[src/rtl/vtrc_pkg.sv]
package vtrc_pkg;

   // sample and range register width
   localparam int SAMPLE_BITS = 24;

   // quotient of the normalization, 0 .. 65536 in unsigned q0.16 plus one bit
   localparam int Q_BITS = 17;
   localparam int FRAC_BITS = Q_BITS - 1;
   localparam int NUM_W = SAMPLE_BITS + Q_BITS;

   localparam logic [Q_BITS-1:0] ONE_Q16 = Q_BITS'(65536);

   // hue with 8 fraction bits
   localparam int HUE_W = 17;
   localparam logic [HUE_W-1:0] HUE_MAX = HUE_W'(71680);
   localparam int HUE_SPAN_DEG = 280;
   localparam int HUE_ROUND = 128;
   localparam int HUE_FRAC = 8;

   // one sextant of 60 degrees
   localparam int REM_W = 14;
   localparam int HUE_SEXTANT = 15360;
   localparam int CHAN_MAX = 255;

   // ramp: (part * 255 + 7680) / 15360 = ((...) >> 10) / 15
   localparam int RAMP_SHIFT = 10;
   localparam int RAMP_W = 12;
   localparam int DIV15_MUL = 4370;
   localparam int DIV15_SHIFT = 16;

   // pipeline stage positions
   localparam int S_CLAMP = 0;
   localparam int S_DIFF = 1;
   localparam int S_DIV0 = 2;
   localparam int S_HUE = S_DIV0 + Q_BITS;
   localparam int S_SEXT = S_HUE + 1;
   localparam int S_RAMP = S_SEXT + 1;
   localparam int S_OUT = S_RAMP + 1;
   localparam int N_STAGES = S_OUT + 1;

   typedef enum logic [0:0] {
      CSR_RANGE_MIN = 1'b0,
      CSR_RANGE_MAX = 1'b1
   } csr_index_type;

   typedef enum logic [2:0] {
      SEXT_RED_YEL = 3'd0,
      SEXT_YEL_GRN = 3'd1,
      SEXT_GRN_CYN = 3'd2,
      SEXT_CYN_BLU = 3'd3,
      SEXT_BLU_MAG = 3'd4,
      SEXT_MAG_RED = 3'd5
   } sextant_type;

endpackage

[src/rtl/value_to_rainbow_color_unit.sv]
// a req beat passes the clamp, diff, divider, hue, sextant, ramp and output stages
// throughput: one beat per cycle; each stage holds only while the stage after it is full
// and rsp_stall holds the output stage, so empty stages still take new beats
// reset (synchronous, active high) empties every stage and sets range_min 0, range_max 70
// normalization is a restoring divider, one quotient bit per stage
module value_to_rainbow_color_unit (
   input  logic                                 clock,
   input  logic                                 reset,
   input  logic                                 csr_write,
   input  vtrc_pkg::csr_index_type              csr_index,
   input  logic [vtrc_pkg::SAMPLE_BITS-1:0]     csr_data,
   input  logic                                 req_valid,
   output logic                                 req_stall,
   input  logic signed [vtrc_pkg::SAMPLE_BITS-1:0] req_sample,
   output logic                                 rsp_valid,
   input  logic                                 rsp_stall,
   output logic [7:0]                           rsp_red,
   output logic [7:0]                           rsp_green,
   output logic [7:0]                           rsp_blue,
   output logic                                 rsp_clamped
);
   import vtrc_pkg::*;

   localparam int W = SAMPLE_BITS;

   // configuration registers
   logic signed [W-1:0] range_min_ff;
   logic signed [W-1:0] range_max_ff;

   always_ff @(posedge clock) begin
      if (reset) begin
         range_min_ff <= W'(0);
         range_max_ff <= W'(70);
      end else if (csr_write) begin
         case (csr_index)
            CSR_RANGE_MIN: range_min_ff <= csr_data;
            CSR_RANGE_MAX: range_max_ff <= csr_data;
            default: ;
         endcase
      end
   end

   // ------------------------------------------------------------------
   // stage valids and load enables
   // a stage loads when it is empty or the stage after it loads
   // ------------------------------------------------------------------
   logic [N_STAGES-1:0] valid_ff;
   logic [N_STAGES-1:0] load;
   logic [N_STAGES-1:0] clamped_ff;

   always_comb begin
      load[S_OUT] = !valid_ff[S_OUT] || !rsp_stall;
      for (int k = S_OUT - 1; k >= 0; k--) begin
         load[k] = !valid_ff[k] || load[k+1];
      end
   end

   assign req_stall = !load[S_CLAMP];

   always_ff @(posedge clock) begin
      if (reset) begin
         valid_ff <= '0;
      end else begin
         if (load[S_CLAMP]) begin
            valid_ff[S_CLAMP] <= req_valid;
         end
         for (int k = 1; k < N_STAGES; k++) begin
            if (load[k]) begin
               valid_ff[k] <= valid_ff[k-1];
            end
         end
      end
   end

   // clamp flag rides along with every stage
   logic clamped_in;

   always_ff @(posedge clock) begin
      if (load[S_CLAMP]) begin
         clamped_ff[S_CLAMP] <= clamped_in;
      end
      for (int k = 1; k < N_STAGES; k++) begin
         if (load[k]) begin
            clamped_ff[k] <= clamped_ff[k-1];
         end
      end
   end

   // ------------------------------------------------------------------
   // stage 0: clamp sample into [lower, upper] of the range
   // swapped bounds still clamp to the span between them
   // ------------------------------------------------------------------
   logic signed [W-1:0] lower;
   logic signed [W-1:0] upper;
   logic signed [W-1:0] sample_in;
   logic signed [W-1:0] sample_ff;

   always_comb begin
      lower = (range_min_ff < range_max_ff) ? range_min_ff : range_max_ff;
      upper = (range_min_ff < range_max_ff) ? range_max_ff : range_min_ff;
      sample_in = req_sample;
      clamped_in = 1'b0;
      if (req_sample < lower) begin
         sample_in = lower;
         clamped_in = 1'b1;
      end else if (req_sample > upper) begin
         sample_in = upper;
         clamped_in = 1'b1;
      end
   end

   always_ff @(posedge clock) begin
      if (load[S_CLAMP]) begin
         sample_ff <= sample_in;
      end
   end

   // ------------------------------------------------------------------
   // stage 1: magnitudes of distance and span, rounded dividend
   // ------------------------------------------------------------------
   logic signed [W:0]   num_diff;
   logic signed [W:0]   den_diff;
   logic [W:0]          num_mag;
   logic [W:0]          den_mag;
   logic [NUM_W-1:0]    dividend_in;
   logic [NUM_W-1:0]    dividend_ff;
   logic [W-1:0]        divisor_ff;

   always_comb begin
      num_diff = {sample_ff[W-1], sample_ff} - {range_min_ff[W-1], range_min_ff};
      den_diff = {range_max_ff[W-1], range_max_ff} - {range_min_ff[W-1], range_min_ff};
      num_mag = num_diff[W] ? (W+1)'(-num_diff) : num_diff;
      den_mag = den_diff[W] ? (W+1)'(-den_diff) : den_diff;
      // distance times 2^16 plus half the span
      dividend_in = {1'b0, num_mag[W-1:0], FRAC_BITS'(0)}
                  + NUM_W'(den_mag[W-1:1]);
   end

   always_ff @(posedge clock) begin
      if (load[S_DIFF]) begin
         dividend_ff <= dividend_in;
         divisor_ff  <= den_mag[W-1:0];
      end
   end

   // ------------------------------------------------------------------
   // stages 2 .. 18: restoring divider, one quotient bit per stage
   // the partial remainder starts as the dividend's upper bits, which
   // stay below the divisor because the distance never exceeds the span
   // ------------------------------------------------------------------
   logic [W-1:0]      div_rem_ff [Q_BITS];
   logic [Q_BITS-1:0] div_low_ff [Q_BITS];
   logic [Q_BITS-1:0] div_quo_ff [Q_BITS];
   logic [W-1:0]      div_den_ff [Q_BITS];

   logic [W-1:0]      div_rem_in [Q_BITS];
   logic [Q_BITS-1:0] div_low_in [Q_BITS];
   logic [Q_BITS-1:0] div_quo_in [Q_BITS];
   logic [W-1:0]      div_den_in [Q_BITS];

   always_comb begin
      logic [W-1:0]      rem_prev;
      logic [Q_BITS-1:0] low_prev;
      logic [Q_BITS-1:0] quo_prev;
      logic [W-1:0]      den_prev;
      logic [W:0]        trial;
      for (int j = 0; j < Q_BITS; j++) begin
         if (j == 0) begin
            rem_prev = dividend_ff[NUM_W-1:Q_BITS];
            low_prev = dividend_ff[Q_BITS-1:0];
            quo_prev = '0;
            den_prev = divisor_ff;
         end else begin
            rem_prev = div_rem_ff[j-1];
            low_prev = div_low_ff[j-1];
            quo_prev = div_quo_ff[j-1];
            den_prev = div_den_ff[j-1];
         end
         trial = {rem_prev, low_prev[Q_BITS-1]};
         div_low_in[j] = {low_prev[Q_BITS-2:0], 1'b0};
         div_den_in[j] = den_prev;
         if (trial >= {1'b0, den_prev}) begin
            div_rem_in[j] = W'(trial - {1'b0, den_prev});
            div_quo_in[j] = {quo_prev[Q_BITS-2:0], 1'b1};
         end else begin
            div_rem_in[j] = trial[W-1:0];
            div_quo_in[j] = {quo_prev[Q_BITS-2:0], 1'b0};
         end
      end
   end

   always_ff @(posedge clock) begin
      for (int j = 0; j < Q_BITS; j++) begin
         if (load[S_DIV0+j]) begin
            div_rem_ff[j] <= div_rem_in[j];
            div_low_ff[j] <= div_low_in[j];
            div_quo_ff[j] <= div_quo_in[j];
            div_den_ff[j] <= div_den_in[j];
         end
      end
   end

   // ------------------------------------------------------------------
   // stage 19: hue = ((1 - value) * 280 + 128) >> 8
   // equal bounds give a zero divisor and an all-ones quotient, which
   // saturates to 1.0 here, so that case comes out pure red
   // ------------------------------------------------------------------
   logic [Q_BITS-1:0] value;
   logic [Q_BITS-1:0] inv_value;
   logic [Q_BITS+9:0] hue_prod;
   logic [HUE_W-1:0]  hue_in;
   logic [HUE_W-1:0]  hue_ff;

   always_comb begin
      value = (div_quo_ff[Q_BITS-1] > ONE_Q16) ? ONE_Q16 : div_quo_ff[Q_BITS-1];
      inv_value = ONE_Q16 - value;
      hue_prod = (Q_BITS+10)'(inv_value) * (Q_BITS+10)'(HUE_SPAN_DEG)
               + (Q_BITS+10)'(HUE_ROUND);
      hue_in = HUE_W'(hue_prod >> HUE_FRAC);
   end

   always_ff @(posedge clock) begin
      if (load[S_HUE]) begin
         hue_ff <= hue_in;
      end
   end

   // ------------------------------------------------------------------
   // stage 20: sextant by threshold compares, remainder within it
   // ------------------------------------------------------------------
   logic [2:0]       sext_in;
   logic [REM_W-1:0] rem_in;
   logic [HUE_W-1:0] base;
   sextant_type      sext_ff;
   logic [REM_W-1:0] rem_ff;

   always_comb begin
      sext_in = 3'd0;
      for (int t = 1; t < 6; t++) begin
         if (hue_ff >= HUE_W'(t * HUE_SEXTANT)) begin
            sext_in = 3'(t);
         end
      end
      base = HUE_W'(sext_in) * HUE_W'(HUE_SEXTANT);
      rem_in = REM_W'(hue_ff - base);
   end

   always_ff @(posedge clock) begin
      if (load[S_SEXT]) begin
         sext_ff <= sextant_type'(sext_in);
         rem_ff  <= rem_in;
      end
   end

   // ------------------------------------------------------------------
   // stage 21: ramp numerators, scaled by 255 and pre-divided by 1024
   // ------------------------------------------------------------------
   logic [21:0]       up_num;
   logic [21:0]       down_num;
   logic [RAMP_W-1:0] up_part_ff;
   logic [RAMP_W-1:0] down_part_ff;
   sextant_type       sext2_ff;

   always_comb begin
      up_num = 22'(rem_ff) * 22'(CHAN_MAX) + 22'(HUE_SEXTANT / 2);
      down_num = (22'(HUE_SEXTANT) - 22'(rem_ff)) * 22'(CHAN_MAX)
               + 22'(HUE_SEXTANT / 2);
   end

   always_ff @(posedge clock) begin
      if (load[S_RAMP]) begin
         up_part_ff   <= RAMP_W'(up_num >> RAMP_SHIFT);
         down_part_ff <= RAMP_W'(down_num >> RAMP_SHIFT);
         sext2_ff     <= sext_ff;
      end
   end

   // ------------------------------------------------------------------
   // stage 22: divide by 15 via reciprocal, six-way channel select
   // ------------------------------------------------------------------
   logic [RAMP_W+12:0] up_prod;
   logic [RAMP_W+12:0] down_prod;
   logic [7:0]         up;
   logic [7:0]         down;
   logic [7:0]         red_in;
   logic [7:0]         green_in;
   logic [7:0]         blue_in;
   logic [7:0]         red_ff;
   logic [7:0]         green_ff;
   logic [7:0]         blue_ff;

   always_comb begin
      up_prod = (RAMP_W+13)'(up_part_ff) * (RAMP_W+13)'(DIV15_MUL);
      down_prod = (RAMP_W+13)'(down_part_ff) * (RAMP_W+13)'(DIV15_MUL);
      up = 8'(up_prod >> DIV15_SHIFT);
      down = 8'(down_prod >> DIV15_SHIFT);
      case (sext2_ff)
         SEXT_RED_YEL: begin
            red_in = 8'(CHAN_MAX); green_in = up; blue_in = 8'd0;
         end
         SEXT_YEL_GRN: begin
            red_in = down; green_in = 8'(CHAN_MAX); blue_in = 8'd0;
         end
         SEXT_GRN_CYN: begin
            red_in = 8'd0; green_in = 8'(CHAN_MAX); blue_in = up;
         end
         SEXT_CYN_BLU: begin
            red_in = 8'd0; green_in = down; blue_in = 8'(CHAN_MAX);
         end
         SEXT_BLU_MAG: begin
            red_in = up; green_in = 8'd0; blue_in = 8'(CHAN_MAX);
         end
         default: begin
            red_in = 8'(CHAN_MAX); green_in = 8'd0; blue_in = down;
         end
      endcase
   end

   always_ff @(posedge clock) begin
      if (load[S_OUT]) begin
         red_ff   <= red_in;
         green_ff <= green_in;
         blue_ff  <= blue_in;
      end
   end

   assign rsp_valid   = valid_ff[S_OUT];
   assign rsp_red     = red_ff;
   assign rsp_green   = green_ff;
   assign rsp_blue    = blue_ff;
   assign rsp_clamped = clamped_ff[S_OUT];

   // ------------------------------------------------------------------
   // checks
   // ------------------------------------------------------------------

   // input backs up only when every stage is full and the output is held
   assert property (@(posedge clock) disable iff (reset)
      req_stall |-> (rsp_valid && rsp_stall && (&valid_ff)))
      else $error("input stalled with room in the pipeline");

   // hue never passes 280 degrees, whatever the divider produced
   assert property (@(posedge clock) disable iff (reset)
      valid_ff[S_HUE] |-> (hue_ff <= HUE_MAX))
      else $error("hue out of range");

   // a fully saturated color has one channel at full scale and one at zero
   assert property (@(posedge clock) disable iff (reset)
      rsp_valid |-> ((rsp_red == 8'd255 || rsp_green == 8'd255 || rsp_blue == 8'd255)
                  && (rsp_red == 8'd0 || rsp_green == 8'd0 || rsp_blue == 8'd0)))
      else $error("color not fully saturated");

   // a held result stays in place
   assert property (@(posedge clock) disable iff (reset)
      $past(rsp_valid && rsp_stall) |-> (rsp_valid && $stable(red_ff)
                                         && $stable(blue_ff) && $stable(green_ff)))
      else $error("stalled result changed");

endmodule

[config.mk]
export PLATFORM = sky130hd
export DESIGN_NAME = value_to_rainbow_color_unit
export DESIGN_NICKNAME = d
export VERILOG_FILES = /design/src/rtl/vtrc_pkg.sv /design/src/rtl/value_to_rainbow_color_unit.sv
export SDC_FILE = /design/constraint.sdc
export NUM_CORES = 2
export LEC_CHECK = 0
export ABC_AREA = 1
export CAP_MARGIN = 40
export CORE_ASPECT_RATIO = 0.6
export CORE_UTILIZATION = 59
export DETAILED_ROUTE_END_ITERATION = 8
export DONT_BUFFER_PORTS = 1
export GPL_ROUTABILITY_DRIVEN = 0
export PLACE_DENSITY = 0.78
export SYNTH_ARGS = -nofsm -noshare
export SYNTH_HDL_FRONTEND = slang
export SYNTH_SLANG_ARGS = --single-unit
[constraint.sdc]
create_clock -name clock -period 9.2 [get_ports clock]
set_input_delay 1.84 -clock clock [delete_from_list [all_inputs] [get_ports clock]]
set_output_delay 1.84 -clock clock [all_outputs]
set_load 0.1 [all_outputs]
==> qor.csv <==
metric,value,unit
outcome,"complete, no violations",
Fin Clk Skew,35.32,ps
max-slew violations,0,
hold path cells,0,
maxcap violations,0,
Clock Root Buffer,clkbuf_16,
Vias,58510,
Final min period,8370,ps
"Seq/Total Area, Yosys",44.98,%
layout cells sized above 1,4.056,%
DR DRC count,0,
"FF+latch count, synth",1173,
WL met3,25450,um
crit path DAT,6530,ps
Slew @ Worst Pin,908.6,ps
CTS Hold Bufs,0,
clk_lat worst skew,740,ps
Layout area overhead,8.159,%
"Primary FF master, synth",edfxtp_1,
clock buffer depth,3,
TritonCTS Buffers,105,
initial antenna violation count,9,
Die X,467.5,um
commonest cells in the netlist,"nand2_1 (1,528), inv_1 (1,248), edfxtp_1 (1,102), ha_1 (798), o21ai_0 (631)",
most common cell in the netlist,nand2_1,
metal2 WL,73610,um
Syn Inst Count,8071,
RSZ-0062 raised after global routing,no,
CTS Sinks,1173,
Placeable Area,0.1290,mm^2
Critical Path RT,7360,ps
number of vias per cell,5.893,
die area,0.1315,mm^2
"antenna viol nets, final",0,
Cell variety after synth,64,
critical path class,input pin to output port,
Worst Path Max Fanout,66,
Slew HR,39.56,%
synth top area cells,"edfxtp_1 (43%), ha_1 (13%), nand2_1 (7.5%)",
post-cts resize count,0,
Top Metal Used,met5,
total iterations of the first detailed-routing run,7,
# IOs,81,
final WL,190300,um
number of global-route vias before repair,55130,
Final Util,64.31,%
pin count of the biggest net entering global routing,67,
GR Overflow Total,0,
Setup crit start kind,input pin,
HP Class,flip-flop to flip-flop,
Port-buffer cells,0,
H-Tree Depth,3,
clock slew seen by the registers of the worst setup and hold paths,70,ps
post-CTS setup buffers,0,
row count,102,
CP Capture Type,output port,
Post-synth EDFFs,1102,
area fraction of the dominant cell type after synthesis,43.13,%
DR WL/cell,19.17,um
cell accounting for the most synthesized area,edfxtp_1,
Final setup viols,0,
Worst Reg-to-Reg Cells,27,
Overall Global Routing Usage,28.86,%
global-route wire length before repair,300600,um
Post-DP HPWL,147800,um
TritonCTS clock tree,done,
Synth warnings,0,
Max Clk Rate,119.5,MHz
Tcrit/Tclk final,90.97,%
M1 WL,88410,um
Final TNS setup,0,ps
final net count,9147,
1st-iter DRT viols,7586,
Starting Density,59.46,%
Syn Nets,9098,
Die Y,281.3,um
area of the mapped netlist,0.07672,mm^2
Fin. Hold Viols,0,
Mean Syn Cell Area,9.506,um^2
Post-synth ARST share,0,%
[cells by family after synthesis]
| kind of cell | synth area share, % |
|---|---|
| mux | 0.01305 |
| buf+inv | 6.823 |
| compound gates | 10.87 |
| xor+xnor | 5.832 |
| simple gates | 13.90 |
| fa+ha+maj | 17.58 |
| flops | 44.98 |
[critical path: stages]
cell,delay [ps]
nand2_2,150
nor2_4,200
nand2_4,230
nor2_4,200
nand2_4,190
nor2_4,230
nand2_8,320
nor2_4,320
nand2_8,350
nor2_4,310
nand2_8,310
nor2_4,250
nand4_4,110
nor2_4,230
nand4_4,110
buf_4,340
nor2_8,230
nand4_4,220
clkinvlp_4,160
buf_12,170
[cell type report]
| cell class | instances | area (um^2) |
|---|---|---|
| Sequential cell | 1173 | 34510 |
| Fill cell | 9704 | 46040 |
| Clock inverter | 65 | 690.7 |
| Clock buffer | 133 | 2805 |
| Antenna cell | 2 | 5.005 |
| Tap cell | 1716 | 2147 |
| Timing Repair Buffer | 65 | 1064 |
| Multi-Input combinational cell | 5514 | 37020 |
| Inverter | 1261 | 4737 |
[final timing paths]
check | slack [ps] | from | end
max | 830 | rsp_stall | req_stall
min | 420 | div_quo_ff[0][176]$_DFFE_PP_ | div_quo_ff[0][194]$_DFFE_PP_
max reg2reg | 2650 | rem_ff[4]$_DFFE_PP_ | down_part_ff[10]$_DFFE_PP_
min reg2reg | 420 | div_quo_ff[0][176]$_DFFE_PP_ | div_quo_ff[0][194]$_DFFE_PP_
[through the flow]
step                hold WS (ps)  cell area [um^2]  setup slack, ps  instances
finish                     415.0             82980            830.4       9929
global route               423.9             82980            372.5       9927
CTS                        415.2             82920            772.3       9924
detailed placement         404.5             79430            782.2       9726
global placement           401.8             78630            926.3       9691
floorplan                  400.3             76750            38.50       8071
[state kept, by name, summed over array words and instances (netlist names)]
signal        count
rsp_red           8
valid_ff         23
div_rem_ff      384
range_min_ff     24
divisor_ff        8
rsp_green         8
up_part_ff       12
div_quo_ff      153
down_part_ff     12
clamped_ff       23
dividend_ff      41
sample_ff        24
hue_ff           17
rem_ff           14
sext2_ff          3
sext_ff           3
range_max_ff     24
div_den_ff      384
rsp_blue          8
[metal layers]
layer  up-vias  GRT usage (%)
met2      3185          38.79
li1      27500              -
met4        10          4.563
met3       297          8.584
met1     27520          45.80
met5         -              0
[cell usage in the layout, fill, tap and decap left out, types with 82 or more instances in the layout]
cell       netlist  routed
nand3_1        307     304
nand4_1         82      82
edfxtp_1      1102    1102
o21ai_0        631     631
xnor2_1        249     249
xor2_1         255     255
a21oi_1        599     599
clkbuf_16        0     109
nand2_1       1528    1526
fa_1           175     175
nor2_1         366     366
inv_1         1248    1240
ha_1           798     798
Power is left out: the tool's default activity adds up to more than one toggle a clock period on the data nets, which glitch-free logic cannot reach.
